**src/rtl/core/ksh_pkg.sv**
```systemverilog
// ----------------------------------------------------------------------------
// Keystroke sequence hash package
// Constants shared by the keystroke sequence hash block.
// ----------------------------------------------------------------------------
package ksh_pkg;

	localparam int unsigned KEY_W   = 16;
	localparam int unsigned TIME_W  = 32;
	localparam int unsigned HASH_W  = 32;
	localparam int unsigned CODE_W  = 8;
	localparam int unsigned PREV_W  = 9;

	localparam logic [KEY_W-1:0]  SINGLE_LIMIT = 16'h006B;
	localparam logic [KEY_W-1:0]  PACKED_LIMIT = 16'h6B00;
	localparam logic [CODE_W-1:0] NO_SINGLE    = 8'hFF;
	localparam logic [PREV_W-1:0] NO_PREV      = 9'h1FF;
	localparam logic [TIME_W-1:0] TIMEOUT_RST  = 32'd1000;

	localparam int unsigned KEY_SHL     = 11;
	localparam int unsigned MIX_SHR     = 17;
	localparam int unsigned MIX_SHL     = 4;
	localparam int unsigned SQ_SHR      = 29;
	localparam int unsigned SQ_SHL      = 3;
	localparam int unsigned FIN_SHR     = 11;
	localparam int unsigned FIN_SUM_SHL = 21;

endpackage

```
**src/rtl/core/keystroke_sequence_hash.sv**
```systemverilog
// ----------------------------------------------------------------------------
// Keystroke sequence hash
// Folds keyboard polls into three running hashes and emits the finished
// hash words once no new key has arrived for the idle timeout.
//
//   channel | direction | handshake           | payload
//   --------+-----------+---------------------+------------------------------
//   in      | input     | in_valid / in_ready   | key_word, now_time
//   out     | output    | out_valid / out_ready | final_code, final_code2, done_res
//   cfg     | input     | cfg_wr_en             | cfg_wr_data (idle_timeout)
//
// Every poll gives one result beat, which passes through the input register and
// then the result register. One poll is accepted per cycle while the output is
// not stalled; the hash update is combinational from the input register to the
// result register, and the next poll sees it. A stalled output holds the result
// register and the input register and then drops in_ready.
// Reset clears the hashes and stamp, sets the timeout to 1000 and empties
// both registers.
// ----------------------------------------------------------------------------
module keystroke_sequence_hash (
	input  logic                              clk,
	input  logic                              arst_n,
	input  logic                              in_valid,
	output logic                              in_ready,
	input  logic [ksh_pkg::KEY_W-1:0]         key_word,
	input  logic [ksh_pkg::TIME_W-1:0]        now_time,
	output logic                              out_valid,
	input  logic                              out_ready,
	output logic [ksh_pkg::HASH_W-1:0]        final_code,
	output logic [ksh_pkg::HASH_W-1:0]        final_code2,
	output logic                              done_res,
	input  logic                              cfg_wr_en,
	input  logic [ksh_pkg::TIME_W-1:0]        cfg_wr_data
);

	logic                          valid_s1;
	logic [ksh_pkg::KEY_W-1:0]     key_word_s1;
	logic [ksh_pkg::TIME_W-1:0]    now_time_s1;

	logic                          out_valid_q;
	logic [ksh_pkg::HASH_W-1:0]    final_code_q;
	logic [ksh_pkg::HASH_W-1:0]    final_code2_q;
	logic                          done_res_q;

	logic [ksh_pkg::TIME_W-1:0]    idle_timeout_q;
	logic [ksh_pkg::HASH_W-1:0]    key_sum_q;
	logic [ksh_pkg::HASH_W-1:0]    shift_code_q;
	logic [ksh_pkg::HASH_W-1:0]    square_code_q;
	logic [ksh_pkg::PREV_W-1:0]    previous_key_q;
	logic [ksh_pkg::CODE_W-1:0]    single_key_q;
	logic [ksh_pkg::TIME_W-1:0]    stamp_time_q;

	logic                          advance;
	logic                          is_low;
	logic                          reject;
	logic                          fresh;
	logic                          expired;
	logic [ksh_pkg::CODE_W-1:0]    key;
	logic [2*ksh_pkg::CODE_W-1:0]  key_sq;
	logic [ksh_pkg::HASH_W-1:0]    mix;
	logic [ksh_pkg::TIME_W-1:0]    deadline;

	logic [ksh_pkg::HASH_W-1:0]    key_sum_d;
	logic [ksh_pkg::HASH_W-1:0]    shift_code_d;
	logic [ksh_pkg::HASH_W-1:0]    square_code_d;
	logic [ksh_pkg::PREV_W-1:0]    previous_key_d;
	logic [ksh_pkg::CODE_W-1:0]    single_key_d;
	logic [ksh_pkg::TIME_W-1:0]    stamp_time_d;
	logic [ksh_pkg::HASH_W-1:0]    final_code_d;
	logic [ksh_pkg::HASH_W-1:0]    final_code2_d;
	logic                          done_res_d;

	assign advance  = valid_s1 && (!out_valid_q || out_ready);
	assign in_ready = !valid_s1 || advance;

	assign out_valid   = out_valid_q;
	assign final_code  = final_code_q;
	assign final_code2 = final_code2_q;
	assign done_res    = done_res_q;

	// Packed words carry the key in the low byte; single keys fit there too.
	assign key      = key_word_s1[ksh_pkg::CODE_W-1:0];
	assign key_sq   = {{ksh_pkg::CODE_W{1'b0}}, key} * {{ksh_pkg::CODE_W{1'b0}}, key};
	assign is_low   = key_word_s1 < ksh_pkg::SINGLE_LIMIT;
	assign reject   = !is_low && ((key_word_s1 > ksh_pkg::PACKED_LIMIT) ||
	                  (key_word_s1[ksh_pkg::KEY_W-1:ksh_pkg::CODE_W] != single_key_q));
	assign fresh    = (key != '0) && ({1'b0, key} != previous_key_q);
	assign deadline = stamp_time_q + idle_timeout_q;
	assign expired  = now_time_s1 > deadline;
	assign mix      = shift_code_q + {{(ksh_pkg::HASH_W-ksh_pkg::CODE_W-ksh_pkg::KEY_SHL){1'b0}},
	                  key, {ksh_pkg::KEY_SHL{1'b0}}};

	always_comb begin
		key_sum_d      = key_sum_q;
		shift_code_d   = shift_code_q;
		square_code_d  = square_code_q;
		previous_key_d = previous_key_q;
		single_key_d   = single_key_q;
		stamp_time_d   = stamp_time_q;
		final_code_d   = '0;
		final_code2_d  = '0;
		done_res_d     = 1'b0;
		if (is_low) begin
			single_key_d = key;
		end
		if (reject) begin
			key_sum_d    = '0;
			shift_code_d = '0;
		end else begin
			previous_key_d = {1'b0, key};
			if (fresh) begin
				key_sum_d     = key_sum_q + {{(ksh_pkg::HASH_W-ksh_pkg::CODE_W){1'b0}}, key};
				shift_code_d  = (mix >> ksh_pkg::MIX_SHR) + (mix << ksh_pkg::MIX_SHL);
				square_code_d = (square_code_q >> ksh_pkg::SQ_SHR) +
				                {{(ksh_pkg::HASH_W-2*ksh_pkg::CODE_W){1'b0}}, key_sq} +
				                (square_code_q << ksh_pkg::SQ_SHL);
				stamp_time_d  = now_time_s1;
			end else if (expired) begin
				final_code_d  = (shift_code_q >> ksh_pkg::FIN_SHR) +
				                (key_sum_q << ksh_pkg::FIN_SUM_SHL);
				final_code2_d = square_code_q;
				done_res_d    = 1'b1;
				key_sum_d     = '0;
				shift_code_d  = '0;
				square_code_d = '0;
			end
		end
	end

	always_ff @(posedge clk or negedge arst_n) begin
		if (!arst_n) begin
			valid_s1       <= 1'b0;
			out_valid_q    <= 1'b0;
			idle_timeout_q <= ksh_pkg::TIMEOUT_RST;
			key_sum_q      <= '0;
			shift_code_q   <= '0;
			square_code_q  <= '0;
			previous_key_q <= ksh_pkg::NO_PREV;
			single_key_q   <= ksh_pkg::NO_SINGLE;
			stamp_time_q   <= '0;
		end else begin
			if (cfg_wr_en) begin
				idle_timeout_q <= cfg_wr_data;
			end
			if (in_ready) begin
				valid_s1 <= in_valid;
			end
			if (advance) begin
				out_valid_q    <= 1'b1;
				key_sum_q      <= key_sum_d;
				shift_code_q   <= shift_code_d;
				square_code_q  <= square_code_d;
				previous_key_q <= previous_key_d;
				single_key_q   <= single_key_d;
				stamp_time_q   <= stamp_time_d;
			end else if (out_ready) begin
				out_valid_q <= 1'b0;
			end
		end
	end

	always_ff @(posedge clk) begin
		if (in_ready && in_valid) begin
			key_word_s1 <= key_word;
			now_time_s1 <= now_time;
		end
		if (advance) begin
			final_code_q  <= final_code_d;
			final_code2_q <= final_code2_d;
			done_res_q    <= done_res_d;
		end
	end

endmodule
```
**config.mk**
```make
export PLATFORM = sky130hd
export DESIGN_NAME = keystroke_sequence_hash
export DESIGN_NICKNAME = d
export VERILOG_FILES = /design/src/rtl/core/ksh_pkg.sv /design/src/rtl/core/keystroke_sequence_hash.sv
export SDC_FILE = /design/constraint.sdc
export NUM_CORES = 1
export LEC_CHECK = 0
export BUFFER_PORTS_ARGS = -buffer_cell sky130_fd_sc_hd__buf_2
export CORE_MARGIN = 2
export CORE_UTILIZATION = 56
export CTS_BUF_LIST = sky130_fd_sc_hd__clkbuf_8
export DETAILED_ROUTE_END_ITERATION = 8
export PLACE_DENSITY = 0.86
export SLEW_MARGIN = 30
export SYNTH_ARGS = -nofsm -noshare
export SYNTH_HDL_FRONTEND = slang
export SYNTH_SLANG_ARGS = --single-unit
```
**constraint.sdc**
```tcl
create_clock -name clk -period 4.6 [get_ports clk]
set_input_delay 0.92 -clock clk [delete_from_list [all_inputs] [get_ports clk]]
set_output_delay 0.92 -clock clk [all_outputs]
set_load 0.005 [all_outputs]
```
==> out/results.tsv <==
stage	metric	value	unit
routing	wire per inst	20.64	um
timing	Setup Skew	0.04586	ns
critical_path	CP cell instances	buf_4, ha_1, inv_1, fa_2, nor2b_4, o2111ai_2, nand3_1, buf_4, buf_4, and2_0, buf_4, nand2_1, nor3_1, xor2_1, ha_1, and2_1, o21ai_0, inv_1, a41o_4, nand3_1, xor2_1, o21ai_2	
timing	fin crit period	5.025	ns
clocking	Worst-path clk slew	0.07	ns
routing	Vias	13830	
hold_path	HP Class	input pin to async pin	
layout	Synth-to-Final Area Change	27.61	%
clocking	H-tree depth	2	
routing	DRC	0	
critical_path	buffers plus inverters on the worst setup path	6	
yosys	number of distinct library cells after synthesis	74	
timing	Final Hold Fails	0	
timing	Worst-Margin Slew	1.062	ns
clocking	number of buffers created by CTS	44	
critical_path	Crit. End Element	flip-flop	
routing	final wirelength	47.61	mm
floorplan	core box area	28780	um^2
critical_path	critical path's slowest cell	o21ai_0	
power	Switching Share	32.26	%
timing	relative slew slack	29.05	%
timing	Setup violations, final	140	
floorplan	num rows	62	
clocking	hold_buf cts	0	
clocking	CTS tree	done	
layout	antenna cell count	0	
critical_path	CP top delay family	simple AND/OR/NAND/NOR gates	
global_route	vias in the first global route	13590	
clocking	Skew-Pair Late Insertion Delay	0.58	ns
floorplan	initial core utilization	56.91	%
critical_path	CP required	5.04	ns
placed_design	GP Congestion	0.9005	
floorplan	Die X	175.0	um
global_route	global-route wire length before repair	67.54	mm
power	overall power	0.007258	W
timing	period utilization	109.2	%
yosys	FFs w/ async S/R, synth	58.30	%
critical_path	R2R depth	22	
yosys	ranking of synthesized cells by area	edfxtp_1 21%, dfrtp_1 21%, ha_1 10%	
run_status	violated checks	setup timing	
critical_path	Worst Path Arrival	5.46	ns
power	Cell Int Power	0.004916	W
power	maximum VDD drop	273.1	uV
critical_path	launch point of the worst reg-to-reg path	key_word_s1[0]$_DFFE_PP_	
routing	1st-pass router iterations	5	
yosys	Avg Synthesized Cell Area	10.57	um^2
global_route	remaining global-route overflow	0	
timing	max-slew violations	0	
yosys	leading area contributor after synthesis	edfxtp_1	
critical_path	Critical Path Most Common Cell	buf_4	
routing	via/cell ratio	5.996	
power	Comb power frac	31.1	%
power	clock network fraction of total power	30.4	%
yosys	Mapped Area	16380	um^2
global_route	largest net degree at the start of global routing	88	
yosys	Syn Inst Count	1549	
clocking	clock tree sinks	271	
yosys	Post-synth EDFFs	113	
critical_path	CP Max Fanout	6	
timing	Max Clk Rate	199.0	MHz
clocking	root buffer cell	clkbuf_8	
routing	ANT nets after route	0	
layout	share of layout cells above drive strength 1	34.74	%
placed_design	Port Buffers	151	
floorplan	Die H	175.0	um
critical_path	WS Path Type	flip-flop to flip-flop	
critical_path	reg2reg end	shift_code_q[20]$_DFFE_PN0P_	
routing	DRT iter0 DRCs	1459	
global_route	initial antenna violation count	0	
floorplan	Die ar.	30630	um^2
clocking	Max Buffers Root-to-Sink	3	
run_status	status	complete, but fails checks	
global_route	Global Route Usage Sum	27.60	%
power	leakage	9.922	nW
placed_design	Final HPWL DP	28.89	mm
critical_path	flop-to-flop setup slack	-0.42	ns
power	Power Density	347.2	nW/um^2
timing	Setup TNS Final	-20.91	ns
floorplan	Top Ports	152	
layout	Final nets	2147	
critical_path	Worst setup SP type	flip-flop	
yosys	Yosys Warn Count	0	
critical_path	max incr delay on CP	0.52	ns
yosys	syn_nets	1809	
yosys	synthesis-stage register bit count	271	
yosys	Main synth FF type	dfrtp_1	
timing	RSZ-0062 raised after global routing	true	
run	Max-Cap Viols	0	
power	Sequential Power Share	38.5	%
timing	fin worst setup slack	-0.4245	ns
yosys	top cell type's share of synthesized area	20.72	%
power	Sw Pwr	0.002341	W
yosys	Seq/Total Area, Yosys	45.03	%
-- Yosys cell counts (9+ instances only) --
master / number
and2_1: 86
xnor2_1: 56
nand2b_1: 18
nor3_1: 17
nand3_1: 23
o21a_1: 11
o21bai_1: 10
fa_1: 43
a21oi_1: 58
nor2_1: 51
o21ai_0: 92
nor4_1: 9
nor2b_1: 14
and3_1: 9
buf_2: 11
inv_1: 111
edfxtp_1: 113
xor2_1: 59
clkbuf_1: 29
a22o_1: 20
mux2_2: 42
a21o_1: 46
dfrtp_1: 135
nand2_1: 200
nand4_1: 25
dfstp_2: 23
ha_1: 132
-- logic make-up (layout without fill, tap and decap cells) --
family,after synthesis,count (layout),share of synthesized area [%]
flip-flops,271,271,45.03
adder cells (fa/ha/maj),175,175,15.34
AO/OA/AOI/OAI,309,309,12.55
AND/OR/NAND/NOR,472,474,14.02
multiplexers,45,45,3.071
XOR/XNOR,115,115,6.149
buffers and inverters,162,534,3.835
-- through the flow --
step,cells,utilization [%],worst slack (ns),hold WS (ns),instance area (um^2)
2_1_floorplan,1549,-,-0.04118,0.4424,16560
3_3_place_gp,2164,64.54,-0.5895,0.4592,18570
3_5_place_dp,2165,64.64,-0.4992,0.4683,18600
4_1_cts,2275,69.52,-0.2485,0.4552,20010
5_1_grt,2307,72.62,-0.4540,0.4807,20900
6_report,2307,72.62,-0.4245,0.4427,20900
-- worst max path at each step --
stage,startpoint,endpoint,cells past startpoint
2_1_floorplan,key_word_s1[1]$_DFFE_PP_,square_code_q[31]$_DFFE_PN0P_,19
3_3_place_gp,idle_timeout_q[0]$_DFFE_PN0P_,final_code2[30]$_SDFFCE_PP0P_,21
3_5_place_dp,idle_timeout_q[0]$_DFFE_PN0P_,final_code2[0]$_SDFFCE_PP0P_,22
4_1_cts,stamp_time_q[0]$_DFFE_PN0P_,final_code[12]$_SDFFCE_PP0P_,24
5_1_grt,key_word_s1[7]$_DFFE_PP_,square_code_q[31]$_DFFE_PN0P_,18
6_report,key_word_s1[0]$_DFFE_PP_,shift_code_q[20]$_DFFE_PN0P_,22
-- power groups by stage --
| stage | clock network (W) | logic, W | registers [W] |
|---|---|---|---|
| global placement | 0 | 0.00170 | 0.00282 |
| floorplan | 0 | 0.00122 | 0.00280 |
| finish | 0.00220 | 0.00226 | 0.00279 |
| detailed placement | 0 | 0.00178 | 0.00283 |
| CTS | 0.00221 | 0.00195 | 0.00278 |
| global route | 0.00234 | 0.00243 | 0.00280 |
-- registers in the layout, indices dropped and copies added (netlist names) --
register and flops:
final_code2 32, final_code 32, idle_timeout_q 32, now_time_s1 32, shift_code_q 32, square_code_q 32
stamp_time_q 32, key_word_s1 16, key_sum_q 11, previous_key_q 9, single_key_q 8, done_res 1
out_valid 1, valid_s1 1
-- placed cells by master, fill, tap and decap left out, types with 9 or more instances in the layout --
master / synthesis / routed
inv_2: 0 / 19
nand2_1: 200 / 151
nand2_2: 0 / 38
nor2b_1: 14 / 11
clkinv_2: 0 / 10
nand2_4: 0 / 11
inv_1: 111 / 104
dfrtp_1: 135 / 135
fa_2: 0 / 10
o21bai_1: 10 / 10
a21oi_2: 1 / 11
nand2b_1: 18 / 18
mux2_2: 42 / 42
edfxtp_1: 113 / 113
dfstp_2: 23 / 23
ha_1: 132 / 122
and2_1: 86 / 74
nor2_1: 51 / 45
buf_2: 11 / 150
and2_4: 0 / 12
o21ai_0: 92 / 36
a21oi_1: 58 / 48
buf_4: 0 / 159
and3_1: 9 / 9
xor2_1: 59 / 56
buf_6: 0 / 14
a21o_1: 46 / 46
o21ai_1: 4 / 28
clkbuf_8: 0 / 46
xnor2_1: 56 / 54
fa_1: 43 / 33
a22o_1: 20 / 20
o21ai_2: 2 / 31
nor3_1: 17 / 15
nand4_1: 25 / 25
o21a_1: 11 / 11
nand3_1: 23 / 23
-- worst reg2reg max path: cells and delay by family, from the launching register on --
| family | cells | cell delay [ns] |
|---|---|---|
| compound gates | 4 | 1.08 |
| simple gates | 7 | 1.10 |
| xor+xnor | 2 | 0.54 |
| flops | 1 | 0.45 |
| buf+inv | 6 | 0.86 |
| fa+ha+maj | 3 | 0.87 |
-- layer usage --
metal / GRT usage, % / vias up / wire length (um)
met3: 4.634 / 236 / 4033
met2: 48.02 / 840 / 23080
met5: 0 / - / 0
met4: 12.29 / 0 / 2775
met1: 33.83 / 6670 / 17710
li1: - / 6086 / -
-- area by class of cell --
type / instances / area, um^2
Clock buffer: 46 / 633.1
Clock inverter: 36 / 272.8
Fill cell: 1746 / 7879
Inverter: 111 / 424.2
Multi-Input combinational cell: 1118 / 9190
Sequential cell: 271 / 7376
Tap cell: 384 / 480.5
Timing Repair Buffer: 341 / 2525
-- what timing repair did --
item	CTS	global route
setup endpoints to repair	140	140
buffers inserted	23	28
resized for setup	97	153
pin swaps	54	88
cloned	5	7
Note: power is estimated with default switching activity, not from simulation.
